`src/design/cnag_pkg.sv`:
```
// ----------------------------------------------------------------------------
// cnag_pkg
// Shared constants, types and the coordinate fold for the neighbour address
// generator.
// ----------------------------------------------------------------------------
package cnag_pkg;

  // Field widths
  localparam int COORD_BITS   = 10;
  localparam int ROW_W        = 10;
  localparam int GRID_W       = 11;
  localparam int MASK_W       = 25;
  localparam int RADIUS_W     = 2;
  localparam int MODE_W       = 2;
  localparam int CFG_IDX_W    = 3;
  localparam int CFG_DATA_W   = 25;

  // Scan geometry
  localparam int MAX_RADIUS     = 3;
  localparam int PATTERN_SIZE   = 5;
  localparam int PATTERN_CENTER = 2;
  localparam int IDX_W          = 3;
  localparam int OFF_W          = 4;
  localparam int MASK_IDX_W     = $clog2(MASK_W);
  localparam int SUM_W          = 13;

  // Mode codes
  localparam logic [MODE_W-1:0] MODE_VON_NEUMANN = 2'd0;
  localparam logic [MODE_W-1:0] MODE_MOORE       = 2'd1;
  localparam logic [MODE_W-1:0] MODE_ARBITRARY   = 2'd2;

  // Register indexes
  localparam logic [CFG_IDX_W-1:0] CFG_MODE   = 3'd0;
  localparam logic [CFG_IDX_W-1:0] CFG_RADIUS = 3'd1;
  localparam logic [CFG_IDX_W-1:0] CFG_WRAP   = 3'd2;
  localparam logic [CFG_IDX_W-1:0] CFG_ROWS   = 3'd3;
  localparam logic [CFG_IDX_W-1:0] CFG_COLS   = 3'd4;
  localparam logic [CFG_IDX_W-1:0] CFG_MASK   = 3'd5;

  // Register reset values
  localparam logic [MODE_W-1:0]   RST_MODE   = MODE_MOORE;
  localparam logic [RADIUS_W-1:0] RST_RADIUS = 2'd1;
  localparam logic                RST_WRAP   = 1'b1;
  localparam logic [GRID_W-1:0]   RST_ROWS   = 11'd64;
  localparam logic [GRID_W-1:0]   RST_COLS   = 11'd64;
  localparam logic [MASK_W-1:0]   RST_MASK   = '0;

  typedef enum logic [1:0] {
    ST_IDLE,
    ST_SCAN,
    ST_FINISH
  } state_e;

  typedef struct packed {
    logic [MODE_W-1:0]   mode;
    logic [RADIUS_W-1:0] radius;
    logic                wrap_torus;
    logic [GRID_W-1:0]   grid_rows;
    logic [GRID_W-1:0]   grid_cols;
    logic [MASK_W-1:0]   offset_mask;
  } cfg_t;

  // Controller to datapath
  typedef struct packed {
    logic load;
    logic step;
    logic finish;
  } ctrl_cmd_t;

  // Datapath to controller
  typedef struct packed {
    logic cand_ok;
    logic pend_valid;
    logic last_pos;
    logic slot_free;
  } dp_status_t;

  typedef struct packed {
    logic             in_grid;
    logic [ROW_W-1:0] coord;
  } fold_t;

  // Add an offset to a centre coordinate and fold it once into [0, size)
  function automatic fold_t fold_coord(input logic [ROW_W-1:0] centre,
                                       input logic signed [OFF_W-1:0] off,
                                       input logic [GRID_W-1:0] size);
    logic signed [SUM_W-1:0] s;
    logic signed [SUM_W-1:0] n;
    logic signed [SUM_W-1:0] w;
    fold_t res;
    s = $signed(SUM_W'(centre)) + SUM_W'(off);
    n = $signed(SUM_W'(size));
    res.in_grid = !s[SUM_W-1] && (s < n);
    if (s[SUM_W-1]) begin
      w = s + n;
    end else if (s >= n) begin
      w = s - n;
    end else begin
      w = s;
    end
    res.coord = ROW_W'(w[COORD_BITS-1:0]);
    return res;
  endfunction

endpackage

```
`src/design/cnag_if.sv`:
```
// ----------------------------------------------------------------------------
// cnag_if
// Valid/ready channels of the neighbour address generator: centre input,
// neighbour output and register write.
// ----------------------------------------------------------------------------
interface cnag_in_if;
  logic                      valid;
  logic                      ready;
  logic [cnag_pkg::ROW_W-1:0] center_row;
  logic [cnag_pkg::ROW_W-1:0] center_col;

  modport source (output valid, center_row, center_col, input ready);
  modport sink   (input valid, center_row, center_col, output ready);
endinterface

interface cnag_out_if;
  logic                      valid;
  logic                      ready;
  logic [cnag_pkg::ROW_W-1:0] neighbor_row;
  logic [cnag_pkg::ROW_W-1:0] neighbor_col;
  logic                      is_last;
  logic                      none_found;

  modport source (output valid, neighbor_row, neighbor_col, is_last, none_found,
                  input ready);
  modport sink   (input valid, neighbor_row, neighbor_col, is_last, none_found,
                  output ready);
endinterface

interface cnag_cfg_if;
  logic                           valid;
  logic                           ready;
  logic [cnag_pkg::CFG_IDX_W-1:0]  index;
  logic [cnag_pkg::CFG_DATA_W-1:0] data;

  modport source (output valid, index, data, input ready);
  modport sink   (input valid, index, data, output ready);
endinterface

```
`src/design/cnag_cfg_regs.sv`:
```
// ----------------------------------------------------------------------------
// cnag_cfg_regs
// Register file for mode, radius, wrapping, grid size and offset mask.
// ----------------------------------------------------------------------------
module cnag_cfg_regs (
  input  logic           clk_i,
  input  logic           rst_ni,
  input  logic           wr_valid_i,
  output logic           wr_ready_o,
  input  logic [cnag_pkg::CFG_IDX_W-1:0]  wr_index_i,
  input  logic [cnag_pkg::CFG_DATA_W-1:0] wr_data_i,
  output cnag_pkg::cfg_t cfg_o
);

  cnag_pkg::cfg_t cfg_q, cfg_d;

  // Always take a write beat
  assign wr_ready_o = 1'b1;

  // Decode the write index; unknown indexes are dropped
  always_comb begin
    cfg_d = cfg_q;
    if (wr_valid_i) begin
      unique case (wr_index_i)
        cnag_pkg::CFG_MODE:   cfg_d.mode        = wr_data_i[cnag_pkg::MODE_W-1:0];
        cnag_pkg::CFG_RADIUS: cfg_d.radius      = wr_data_i[cnag_pkg::RADIUS_W-1:0];
        cnag_pkg::CFG_WRAP:   cfg_d.wrap_torus  = wr_data_i[0];
        cnag_pkg::CFG_ROWS:   cfg_d.grid_rows   = wr_data_i[cnag_pkg::GRID_W-1:0];
        cnag_pkg::CFG_COLS:   cfg_d.grid_cols   = wr_data_i[cnag_pkg::GRID_W-1:0];
        cnag_pkg::CFG_MASK:   cfg_d.offset_mask = wr_data_i[cnag_pkg::MASK_W-1:0];
        default: ;
      endcase
    end
  end

  always_ff @(posedge clk_i or negedge rst_ni) begin
    if (!rst_ni) begin
      cfg_q.mode        <= cnag_pkg::RST_MODE;
      cfg_q.radius      <= cnag_pkg::RST_RADIUS;
      cfg_q.wrap_torus  <= cnag_pkg::RST_WRAP;
      cfg_q.grid_rows   <= cnag_pkg::RST_ROWS;
      cfg_q.grid_cols   <= cnag_pkg::RST_COLS;
      cfg_q.offset_mask <= cnag_pkg::RST_MASK;
    end else begin
      cfg_q <= cfg_d;
    end
  end

  assign cfg_o = cfg_q;

endmodule

```
`src/design/cnag_ctrl.sv`:
```
// ----------------------------------------------------------------------------
// cnag_ctrl
// Sequencer: accepts a centre, steps the offset scan, then closes the centre
// with its final beat.
// ----------------------------------------------------------------------------
module cnag_ctrl (
  input  logic                 clk_i,
  input  logic                 rst_ni,
  input  logic                 in_valid_i,
  output logic                 in_ready_o,
  input  cnag_pkg::dp_status_t status_i,
  output cnag_pkg::ctrl_cmd_t  cmd_o
);

  cnag_pkg::state_e state_q, state_d;
  logic             stall;

  // Hold the scan when a found neighbour would displace the pending one
  // while the output slot is still occupied
  assign stall = status_i.cand_ok && status_i.pend_valid && !status_i.slot_free;

  // Next state
  always_comb begin
    state_d = state_q;
    unique case (state_q)
      cnag_pkg::ST_IDLE: begin
        if (in_valid_i) state_d = cnag_pkg::ST_SCAN;
      end
      cnag_pkg::ST_SCAN: begin
        if (!stall && status_i.last_pos) state_d = cnag_pkg::ST_FINISH;
      end
      cnag_pkg::ST_FINISH: begin
        if (status_i.slot_free) state_d = cnag_pkg::ST_IDLE;
      end
      default: state_d = cnag_pkg::ST_IDLE;
    endcase
  end

  // Outputs
  always_comb begin
    in_ready_o   = 1'b0;
    cmd_o.load   = 1'b0;
    cmd_o.step   = 1'b0;
    cmd_o.finish = 1'b0;
    unique case (state_q)
      cnag_pkg::ST_IDLE: begin
        in_ready_o = 1'b1;
        cmd_o.load = in_valid_i;
      end
      cnag_pkg::ST_SCAN: begin
        cmd_o.step = !stall;
      end
      cnag_pkg::ST_FINISH: begin
        cmd_o.finish = status_i.slot_free;
      end
      default: ;
    endcase
  end

  always_ff @(posedge clk_i or negedge rst_ni) begin
    if (!rst_ni) begin
      state_q <= cnag_pkg::ST_IDLE;
    end else begin
      state_q <= state_d;
    end
  end

endmodule

```
`src/design/cnag_datapath.sv`:
```
// ----------------------------------------------------------------------------
// cnag_datapath
// Offset scan counters, shape test, coordinate fold, one-deep pending
// neighbour and the output register.
// ----------------------------------------------------------------------------
module cnag_datapath (
  input  logic                 clk_i,
  input  logic                 rst_ni,
  input  cnag_pkg::cfg_t       cfg_i,
  input  cnag_pkg::ctrl_cmd_t  cmd_i,
  output cnag_pkg::dp_status_t status_o,
  input  logic [cnag_pkg::ROW_W-1:0] center_row_i,
  input  logic [cnag_pkg::ROW_W-1:0] center_col_i,
  output logic                 out_valid_o,
  input  logic                 out_ready_i,
  output logic [cnag_pkg::ROW_W-1:0] neighbor_row_o,
  output logic [cnag_pkg::ROW_W-1:0] neighbor_col_o,
  output logic                 is_last_o,
  output logic                 none_found_o
);

  localparam int IW  = cnag_pkg::IDX_W;
  localparam int OW  = cnag_pkg::OFF_W;
  localparam int RW  = cnag_pkg::ROW_W;
  localparam int RDW = cnag_pkg::RADIUS_W;
  localparam int MIW = cnag_pkg::MASK_IDX_W;
  localparam logic [RDW-1:0] MaxRad  = RDW'(cnag_pkg::MAX_RADIUS);
  localparam logic [RDW-1:0] PatCtr  = RDW'(cnag_pkg::PATTERN_CENTER);
  localparam logic [IW-1:0]  PatLast = IW'(cnag_pkg::PATTERN_SIZE - 1);

  logic [IW-1:0] outer_q, outer_d, inner_q, inner_d;
  logic [RW-1:0] held_row_q, held_col_q;
  logic [RW-1:0] pend_row_q, pend_col_q;
  logic          pend_valid_q, pend_valid_d;
  logic          out_valid_q, out_valid_d;
  logic [RW-1:0] out_row_q, out_col_q;
  logic          out_last_q, out_none_q;

  logic                 arbitrary;
  logic [RDW-1:0]       rad, base;
  logic [IW-1:0]        span_last;
  logic signed [OW-1:0] off_outer, off_inner, row_off, col_off;
  logic [OW-1:0]        abs_row, abs_col;
  logic [MIW-1:0]       mask_idx;
  logic                 shape_ok, wrap_eff, cand_ok, push_step, slot_free;
  cnag_pkg::fold_t      fold_r, fold_c;

  // Scan geometry for the current mode
  assign arbitrary = cfg_i.mode[1];
  assign rad       = (cfg_i.radius > MaxRad) ? MaxRad : cfg_i.radius;
  assign base      = arbitrary ? PatCtr : rad;
  assign span_last = arbitrary ? PatLast : IW'({rad, 1'b0});

  // Offsets: column outer for the square modes, row outer for the mask
  assign off_outer = $signed(OW'(outer_q)) - $signed(OW'(base));
  assign off_inner = $signed(OW'(inner_q)) - $signed(OW'(base));
  assign row_off   = arbitrary ? off_outer : off_inner;
  assign col_off   = arbitrary ? off_inner : off_outer;
  assign abs_row   = row_off[OW-1] ? OW'(-row_off) : OW'(row_off);
  assign abs_col   = col_off[OW-1] ? OW'(-col_off) : OW'(col_off);
  assign mask_idx  = MIW'(MIW'(outer_q) * MIW'(cnag_pkg::PATTERN_SIZE)) + MIW'(inner_q);

  // Shape test of the current offset
  always_comb begin
    if (arbitrary) begin
      shape_ok = cfg_i.offset_mask[mask_idx];
    end else begin
      shape_ok = !(row_off == '0 && col_off == '0) &&
                 ((cfg_i.mode != cnag_pkg::MODE_VON_NEUMANN) ||
                  (abs_row + abs_col <= OW'(rad)));
    end
  end

  // Fold the candidate onto the grid
  assign fold_r    = cnag_pkg::fold_coord(held_row_q, row_off, cfg_i.grid_rows);
  assign fold_c    = cnag_pkg::fold_coord(held_col_q, col_off, cfg_i.grid_cols);
  assign wrap_eff  = arbitrary || cfg_i.wrap_torus;
  assign cand_ok   = shape_ok && (wrap_eff || (fold_r.in_grid && fold_c.in_grid));

  assign slot_free = !out_valid_q || out_ready_i;
  assign push_step = cmd_i.step && cand_ok && pend_valid_q;

  assign status_o.cand_ok    = cand_ok;
  assign status_o.pend_valid = pend_valid_q;
  assign status_o.last_pos   = (outer_q == span_last) && (inner_q == span_last);
  assign status_o.slot_free  = slot_free;

  // Advance the scan counters, inner offset fastest
  always_comb begin
    outer_d = outer_q;
    inner_d = inner_q;
    if (cmd_i.load) begin
      outer_d = '0;
      inner_d = '0;
    end else if (cmd_i.step) begin
      if (inner_q == span_last) begin
        inner_d = '0;
        outer_d = outer_q + IW'(1);
      end else begin
        inner_d = inner_q + IW'(1);
      end
    end
  end

  always_comb begin
    pend_valid_d = pend_valid_q;
    if (cmd_i.load) begin
      pend_valid_d = 1'b0;
    end else if (cmd_i.step && cand_ok) begin
      pend_valid_d = 1'b1;
    end
  end

  always_comb begin
    out_valid_d = out_valid_q;
    if (push_step || cmd_i.finish) begin
      out_valid_d = 1'b1;
    end else if (out_ready_i) begin
      out_valid_d = 1'b0;
    end
  end

  // Control registers
  always_ff @(posedge clk_i or negedge rst_ni) begin
    if (!rst_ni) begin
      outer_q      <= '0;
      inner_q      <= '0;
      pend_valid_q <= 1'b0;
      out_valid_q  <= 1'b0;
    end else begin
      outer_q      <= outer_d;
      inner_q      <= inner_d;
      pend_valid_q <= pend_valid_d;
      out_valid_q  <= out_valid_d;
    end
  end

  // Capture the centre
  always_ff @(posedge clk_i) begin
    if (cmd_i.load) begin
      held_row_q <= center_row_i;
      held_col_q <= center_col_i;
    end
  end

  // Hold the latest found neighbour until the next one shows it was not last
  always_ff @(posedge clk_i) begin
    if (cmd_i.step && cand_ok) begin
      pend_row_q <= fold_r.coord;
      pend_col_q <= fold_c.coord;
    end
  end

  // Output register: earlier neighbour, final neighbour or the empty marker
  always_ff @(posedge clk_i) begin
    if (push_step) begin
      out_row_q  <= pend_row_q;
      out_col_q  <= pend_col_q;
      out_last_q <= 1'b0;
      out_none_q <= 1'b0;
    end else if (cmd_i.finish) begin
      out_row_q  <= pend_valid_q ? pend_row_q : '0;
      out_col_q  <= pend_valid_q ? pend_col_q : '0;
      out_last_q <= 1'b1;
      out_none_q <= !pend_valid_q;
    end
  end

  assign out_valid_o    = out_valid_q;
  assign neighbor_row_o = out_row_q;
  assign neighbor_col_o = out_col_q;
  assign is_last_o      = out_last_q;
  assign none_found_o   = out_none_q;

endmodule

```
`src/design/ca_neighbour_address_generator.sv`:
```
// ----------------------------------------------------------------------------
// ca_neighbour_address_generator
// Emits the grid coordinates of a centre cell's von Neumann, Moore or
// mask-selected neighbours, one beat per neighbour.
//
//   channel     dir  beat contents
//   in_chan_i   in   center_row, center_col
//   out_chan_o  out  neighbor_row, neighbor_col, is_last, none_found
//   cfg_i       in   index (register number), data
//
// A centre is accepted in the idle state; the offset counters then step through
// every scan position ((2*radius+1)^2 for the square modes, 25 for the mask),
// and a final beat closes the centre.
// The scan holds while a found neighbour meets a full, unready output slot.
// Reset restores the register defaults and empties the output; no clearing.
// ----------------------------------------------------------------------------
module ca_neighbour_address_generator (
  input logic        clk_i,
  input logic        rst_ni,
  cnag_in_if.sink    in_chan_i,
  cnag_out_if.source out_chan_o,
  cnag_cfg_if.sink   cfg_i
);

  cnag_pkg::cfg_t       cfg;
  cnag_pkg::ctrl_cmd_t  cmd;
  cnag_pkg::dp_status_t status;

  cnag_cfg_regs u_cfg (
    .clk_i      (clk_i),
    .rst_ni     (rst_ni),
    .wr_valid_i (cfg_i.valid),
    .wr_ready_o (cfg_i.ready),
    .wr_index_i (cfg_i.index),
    .wr_data_i  (cfg_i.data),
    .cfg_o      (cfg)
  );

  cnag_ctrl u_ctrl (
    .clk_i      (clk_i),
    .rst_ni     (rst_ni),
    .in_valid_i (in_chan_i.valid),
    .in_ready_o (in_chan_i.ready),
    .status_i   (status),
    .cmd_o      (cmd)
  );

  cnag_datapath u_dp (
    .clk_i          (clk_i),
    .rst_ni         (rst_ni),
    .cfg_i          (cfg),
    .cmd_i          (cmd),
    .status_o       (status),
    .center_row_i   (in_chan_i.center_row),
    .center_col_i   (in_chan_i.center_col),
    .out_valid_o    (out_chan_o.valid),
    .out_ready_i    (out_chan_o.ready),
    .neighbor_row_o (out_chan_o.neighbor_row),
    .neighbor_col_o (out_chan_o.neighbor_col),
    .is_last_o      (out_chan_o.is_last),
    .none_found_o   (out_chan_o.none_found)
  );

endmodule

```
`src/flat_wrapper.sv`:
```
// flat-port wrapper written by rule: the top's interface ports become plain ports
module ca_neighbour_address_generator_flat 
  (clk_i, rst_ni, in_chan_i_valid, in_chan_i_center_row, in_chan_i_center_col, in_chan_i_ready, out_chan_o_valid, out_chan_o_neighbor_row, out_chan_o_neighbor_col, out_chan_o_is_last, out_chan_o_none_found, out_chan_o_ready, cfg_i_valid, cfg_i_index, cfg_i_data, cfg_i_ready);
  cnag_in_if in_chan_i_i ();
  cnag_out_if out_chan_o_i ();
  cnag_cfg_if cfg_i_i ();
  input logic clk_i;
  input logic rst_ni;
  input wire logic [$bits(in_chan_i_i.valid)-1:0] in_chan_i_valid;
  input wire logic [$bits(in_chan_i_i.center_row)-1:0] in_chan_i_center_row;
  input wire logic [$bits(in_chan_i_i.center_col)-1:0] in_chan_i_center_col;
  output wire logic [$bits(in_chan_i_i.ready)-1:0] in_chan_i_ready;
  output wire logic [$bits(out_chan_o_i.valid)-1:0] out_chan_o_valid;
  output wire logic [$bits(out_chan_o_i.neighbor_row)-1:0] out_chan_o_neighbor_row;
  output wire logic [$bits(out_chan_o_i.neighbor_col)-1:0] out_chan_o_neighbor_col;
  output wire logic [$bits(out_chan_o_i.is_last)-1:0] out_chan_o_is_last;
  output wire logic [$bits(out_chan_o_i.none_found)-1:0] out_chan_o_none_found;
  input wire logic [$bits(out_chan_o_i.ready)-1:0] out_chan_o_ready;
  input wire logic [$bits(cfg_i_i.valid)-1:0] cfg_i_valid;
  input wire logic [$bits(cfg_i_i.index)-1:0] cfg_i_index;
  input wire logic [$bits(cfg_i_i.data)-1:0] cfg_i_data;
  output wire logic [$bits(cfg_i_i.ready)-1:0] cfg_i_ready;
  assign in_chan_i_i.valid = in_chan_i_valid;
  assign in_chan_i_i.center_row = in_chan_i_center_row;
  assign in_chan_i_i.center_col = in_chan_i_center_col;
  assign in_chan_i_ready = in_chan_i_i.ready;
  assign out_chan_o_valid = out_chan_o_i.valid;
  assign out_chan_o_neighbor_row = out_chan_o_i.neighbor_row;
  assign out_chan_o_neighbor_col = out_chan_o_i.neighbor_col;
  assign out_chan_o_is_last = out_chan_o_i.is_last;
  assign out_chan_o_none_found = out_chan_o_i.none_found;
  assign out_chan_o_i.ready = out_chan_o_ready;
  assign cfg_i_i.valid = cfg_i_valid;
  assign cfg_i_i.index = cfg_i_index;
  assign cfg_i_i.data = cfg_i_data;
  assign cfg_i_ready = cfg_i_i.ready;
  ca_neighbour_address_generator u_core (.clk_i(clk_i), .rst_ni(rst_ni), .in_chan_i(in_chan_i_i), .out_chan_o(out_chan_o_i), .cfg_i(cfg_i_i));
endmodule
```
`config.mk`:
```
export PLATFORM = sky130hd
export DESIGN_NAME = ca_neighbour_address_generator_flat
export DESIGN_NICKNAME = d
export VERILOG_FILES = /design/src/design/cnag_pkg.sv /design/src/design/cnag_if.sv /design/src/design/cnag_cfg_regs.sv /design/src/design/cnag_ctrl.sv /design/src/design/cnag_datapath.sv /design/src/design/ca_neighbour_address_generator.sv /design/src/flat_wrapper.sv
export SDC_FILE = /design/constraint.sdc
export NUM_CORES = 1
export LEC_CHECK = 0
export BUFFER_PORTS_ARGS = -buffer_cell sky130_fd_sc_hd__buf_2
export CORE_ASPECT_RATIO = 0.75
export CORE_UTILIZATION = 48
export DETAILED_ROUTE_END_ITERATION = 10
export MAX_ROUTING_LAYER = met4
export PLACE_DENSITY_LB_ADDON = 0.12
export SLEW_MARGIN = 20
export SYNTH_ARGS = -nofsm -noshare
export SYNTH_HDL_FRONTEND = slang
export SYNTH_SLANG_ARGS = --single-unit
```
`constraint.sdc`:
```
create_clock -name clk_i -period 7.1 [get_ports clk_i]
set_clock_uncertainty 0.05 [all_clocks]
set_input_delay 0.71 -clock clk_i [delete_from_list [all_inputs] [get_ports clk_i]]
set_output_delay 0.71 -clock clk_i [all_outputs]
set_load 0.1 [all_outputs]
```
==> metrics.csv <==
stage,metric,value,unit
route,drt_wl_total,21090,um
layout,diodes,0,
route,viasPerCell,5.695,
logic_synthesis,avgSynthCellArea,10.45,sq um
clock_network,cts_buffers,17,
worst_setup_path,crit_path_end_kind,flop,
floorplanning,die_height,116.8,um
sta,clock.fmax,0.1500,GHz
floorplanning,start_util,0.4968,
clock_network,ctsHoldBuffers,0,
route,drc,0,
worst_setup_path,cp.arrival,6.79,ns
job,drv_cap,0,
sta,finalSetupTns,0,ns
run_status,status,finished clean,
layout,layout-drive-gt1-share,0.2095,
logic_synthesis,synthFlopType,edfxtp_1,
sta,setup_viol,0,
sta,slew_viol_final,0,
logic_synthesis,ys_types,74,
worst_setup_path,worst_path_most_repeated_cell,ha_1,
floorplanning,coreArea,16980,sq um
route,drt_iter0_drc,449,
floorplanning,rows,41,
sta,setup_slack,0.4315,ns
placement,hpwl,16390,um
logic_synthesis,yosysSeqAreaShare,0.4030,
layout,syn_to_final_growth,15.23,%
clock_network,cts.clk_slew.worst_paths,0.06,ns
worst_setup_path,criticalPathCategory,flop to flop,
min_path,hold_class,input port to asynchronous set/reset pin,
grt,grt_pass1_vias,6124,
floorplanning,dieArea,18110,sq um
floorplanning,die_x,155.1,um
sta,finalCriticalPeriod,6.668,ns
route,firstDrtPassIters,5,
floorplanning,io_pins,78,
grt,grt-ovfl-total,0,
sta,rsz0062_at_grt,false,
worst_setup_path,slowest_delay,0.54,ns
route,post_drt_wl_per_cell,18.45,um
grt,grt_max_degree,63,
worst_setup_path,cp_slowest_cell,dfstp_2,
logic_synthesis,yosys_register_bits,124,
worst_setup_path,critPathRequiredTime,7.22,ns
logic_synthesis,syn_nets,954,
clock_network,worstSkewPairLatency,0.43,ns
logic_synthesis,synth_top_area_share,0.2136,
worst_setup_path,cp_cell_sequence,"nor2b_2, ha_1, inv_1, fa_1, mux2i_1, inv_1, ha_1, a211oi_1, o21ai_1, xor2_1, ha_1, and4_1, a221oi_2, nor3_1, a2111oi_1, ha_1, a31oi_2, buf_4, nor3_1, a211o_1, a22o_1",
sta,finalCritPeriodShare,0.9392,
clock_network,cts-root-buf,clkbuf_16,
logic_synthesis,synth.largest_area_cell,edfxtp_1,
grt,grt_pass1_wl,33260,um
route,ant_nets,0,
clock_network,cts_buffer_depth,2,
grt,antenna_found_initial,1,
worst_setup_path,critPathLaunchType,flop,
logic_synthesis,ys_warn_count,0,
worst_setup_path,crit_fanout,8,
worst_setup_path,worstRegToRegCells,21,
sta,maxSlewHeadroom,0.2919,
route,num_vias,6509,
sta,finalHoldViolations,0,
logic_synthesis,syn-cell-area,8436,sq um
logic_synthesis,synth-async-reset-ratio,0.5000,
logic_synthesis,synth_edf_count,60,
clock_network,cts_sinks,124,
placement,gp_congestion,0.9387,
grt,grtUsageTotal,0.2536,
logic_synthesis,netlist_top_cells_area,"edfxtp_1 (21%), dfrtp_1 (17%), ha_1 (13%)",
placement,io_buffer_count,76,
clock_network,cts_tree,done,
sta,worst_slew_pin_slew,1.061,ns
layout,final_nets,1041,
clock_network,cts_max_level,4,
logic_synthesis,syn_inst,807,
placement,post-place-ws,0.01487,ns
[routing by layer]
metal | up-vias | routed length [um] | global-route usage
met3 | 15 | 1294 | 0.05486
met2 | 217 | 8791 | 0.3520
li1 | 3118 | - | -
met4 | 0 | 208 | 0.06337
met5 | - | 0 | -
met1 | 3159 | 10800 | 0.3722
[final cells by class]
class                           instances  area [sq um]
Clock buffer                           18         429.2
Clock inverter                         14         170.2
Fill cell                            1450          7259
Inverter                               64         240.2
Multi-Input combinational cell        599          4712
Sequential cell                       124          3400
Tap cell                              236         295.3
Timing Repair Buffer                   88         474.2
[cell families (layout without fill, tap and decap cells)]
group                    Yosys count  after routing  share of synthesized area
AO/OA/AOI/OAI                    197            197                     0.1529
XOR/XNOR                          36             36                    0.03990
adder cells (fa/ha/maj)           94             94                     0.1474
buffers and inverters             84            184                    0.04168
flip-flops                       124            124                     0.4030
multiplexers                      57             57                    0.08306
other                              1              1                  0.0004445
AND/OR/NAND/NOR                  214            214                     0.1316
[path summary, 6_finish.rpt]
path,startpoint,end,slack (ns)
setup / recovery,u_core.u_cfg.cfg_o[48],u_core.u_dp.pend_col_q[4],0.43
hold / removal,rst_ni,u_core.u_cfg.cfg_o[18],0.39
setup reg to reg,u_core.u_cfg.cfg_o[48],u_core.u_dp.pend_col_q[4],0.43
hold reg to reg,u_core.u_dp.none_found_o,u_core.u_dp.none_found_o,0.43
max in group asynchronous,rst_ni,u_core.u_cfg.cfg_o[3],6.03
min in group clk_i,in_chan_i_center_col[3],u_core.u_dp.held_col_q[3],0.40
[cell usage after synthesis (all sizes together), types with 7 or more instances]
master	count
a211oi	9
a21o	15
a21oi	55
and2	22
buf	11
clkbuf	9
dfrtp	57
edfxtp	60
fa	9
ha	85
inv	64
mux2	41
mux2i	10
nand2	52
nand2b	12
nand3	14
nor2	44
nor2b	17
nor3	20
o211ai	7
o21a	8
o21ai	51
o21bai	7
xnor2	22
xor2	13
[layout by cell type (no fill, tap or decap), types with 7 or more instances in the layout]
cell type  Yosys  layout
o21a_1         8       8
nor2b_1       17      16
o21bai_1       7       7
clkbuf_16      0      17
mux2_2        40      40
nand3_1       14      14
o21ai_0       49      48
o211ai_1       7       7
buf_4          2      11
ha_1          85      85
inv_1         63      63
nor3_1        20      19
xnor2_1       21      21
nand2b_1      12      12
a21o_1        15      15
nand2_1       51      51
fa_1           9       9
a211oi_1       8       8
edfxtp_1      60      60
buf_2          5      76
dfrtp_1       57      57
mux2i_1       10       9
and2_1        22      22
a21oi_1       55      55
xor2_1        13      13
nor2_1        43      42
[critical path: cells and delay by family, from the launching register on]
family | cells | cell delay (ns)
flip-flops | 1 | 0.54
AO/OA/AOI/OAI | 7 | 1.92
AND/OR/NAND/NOR | 4 | 0.70
buffers and inverters | 3 | 0.42
XOR/XNOR | 1 | 0.51
multiplexers | 1 | 0.48
adder cells (fa/ha/maj) | 5 | 1.79
[what timing repair did]
item,in CTS,in global routing
setup buffers,0,1
gates resized for setup,1,6
endpoints found under the hold margin,0,0
endpoints found under the setup margin,2,60
[state kept, by name, indices dropped and copies added, names as in the netlist]
register                    cells
u_core.u_dp.outer_q             3
u_core.u_ctrl.state_q           2
u_core.u_dp.neighbor_col_o     10
u_core.u_dp.pend_valid_q        1
u_core.u_dp.pend_row_q         10
u_core.u_dp.out_valid_o         1
u_core.u_dp.held_row_q         10
u_core.u_dp.inner_q             3
u_core.u_dp.held_col_q         10
u_core.u_cfg.cfg_o             52
u_core.u_dp.neighbor_row_o     10
u_core.u_dp.pend_col_q         10
u_core.u_dp.none_found_o        1
u_core.u_dp.is_last_o           1
[stage by stage]
stage,instances,utilization,hold WS [ns],area (sq um)
final,1143,0.5725,0.3875,9721
after global routing,1143,0.5725,0.3837,9721
after CTS,1142,0.5707,0.3887,9691
after detailed placement,1110,0.5352,0.4112,9087
after global placement,1110,0.5352,0.4009,9087
after floorplan,807,-,0.3644,8436
Power is left out: the tool's default activity adds up to more than one toggle a clock period on the data nets, which glitch-free logic cannot reach.
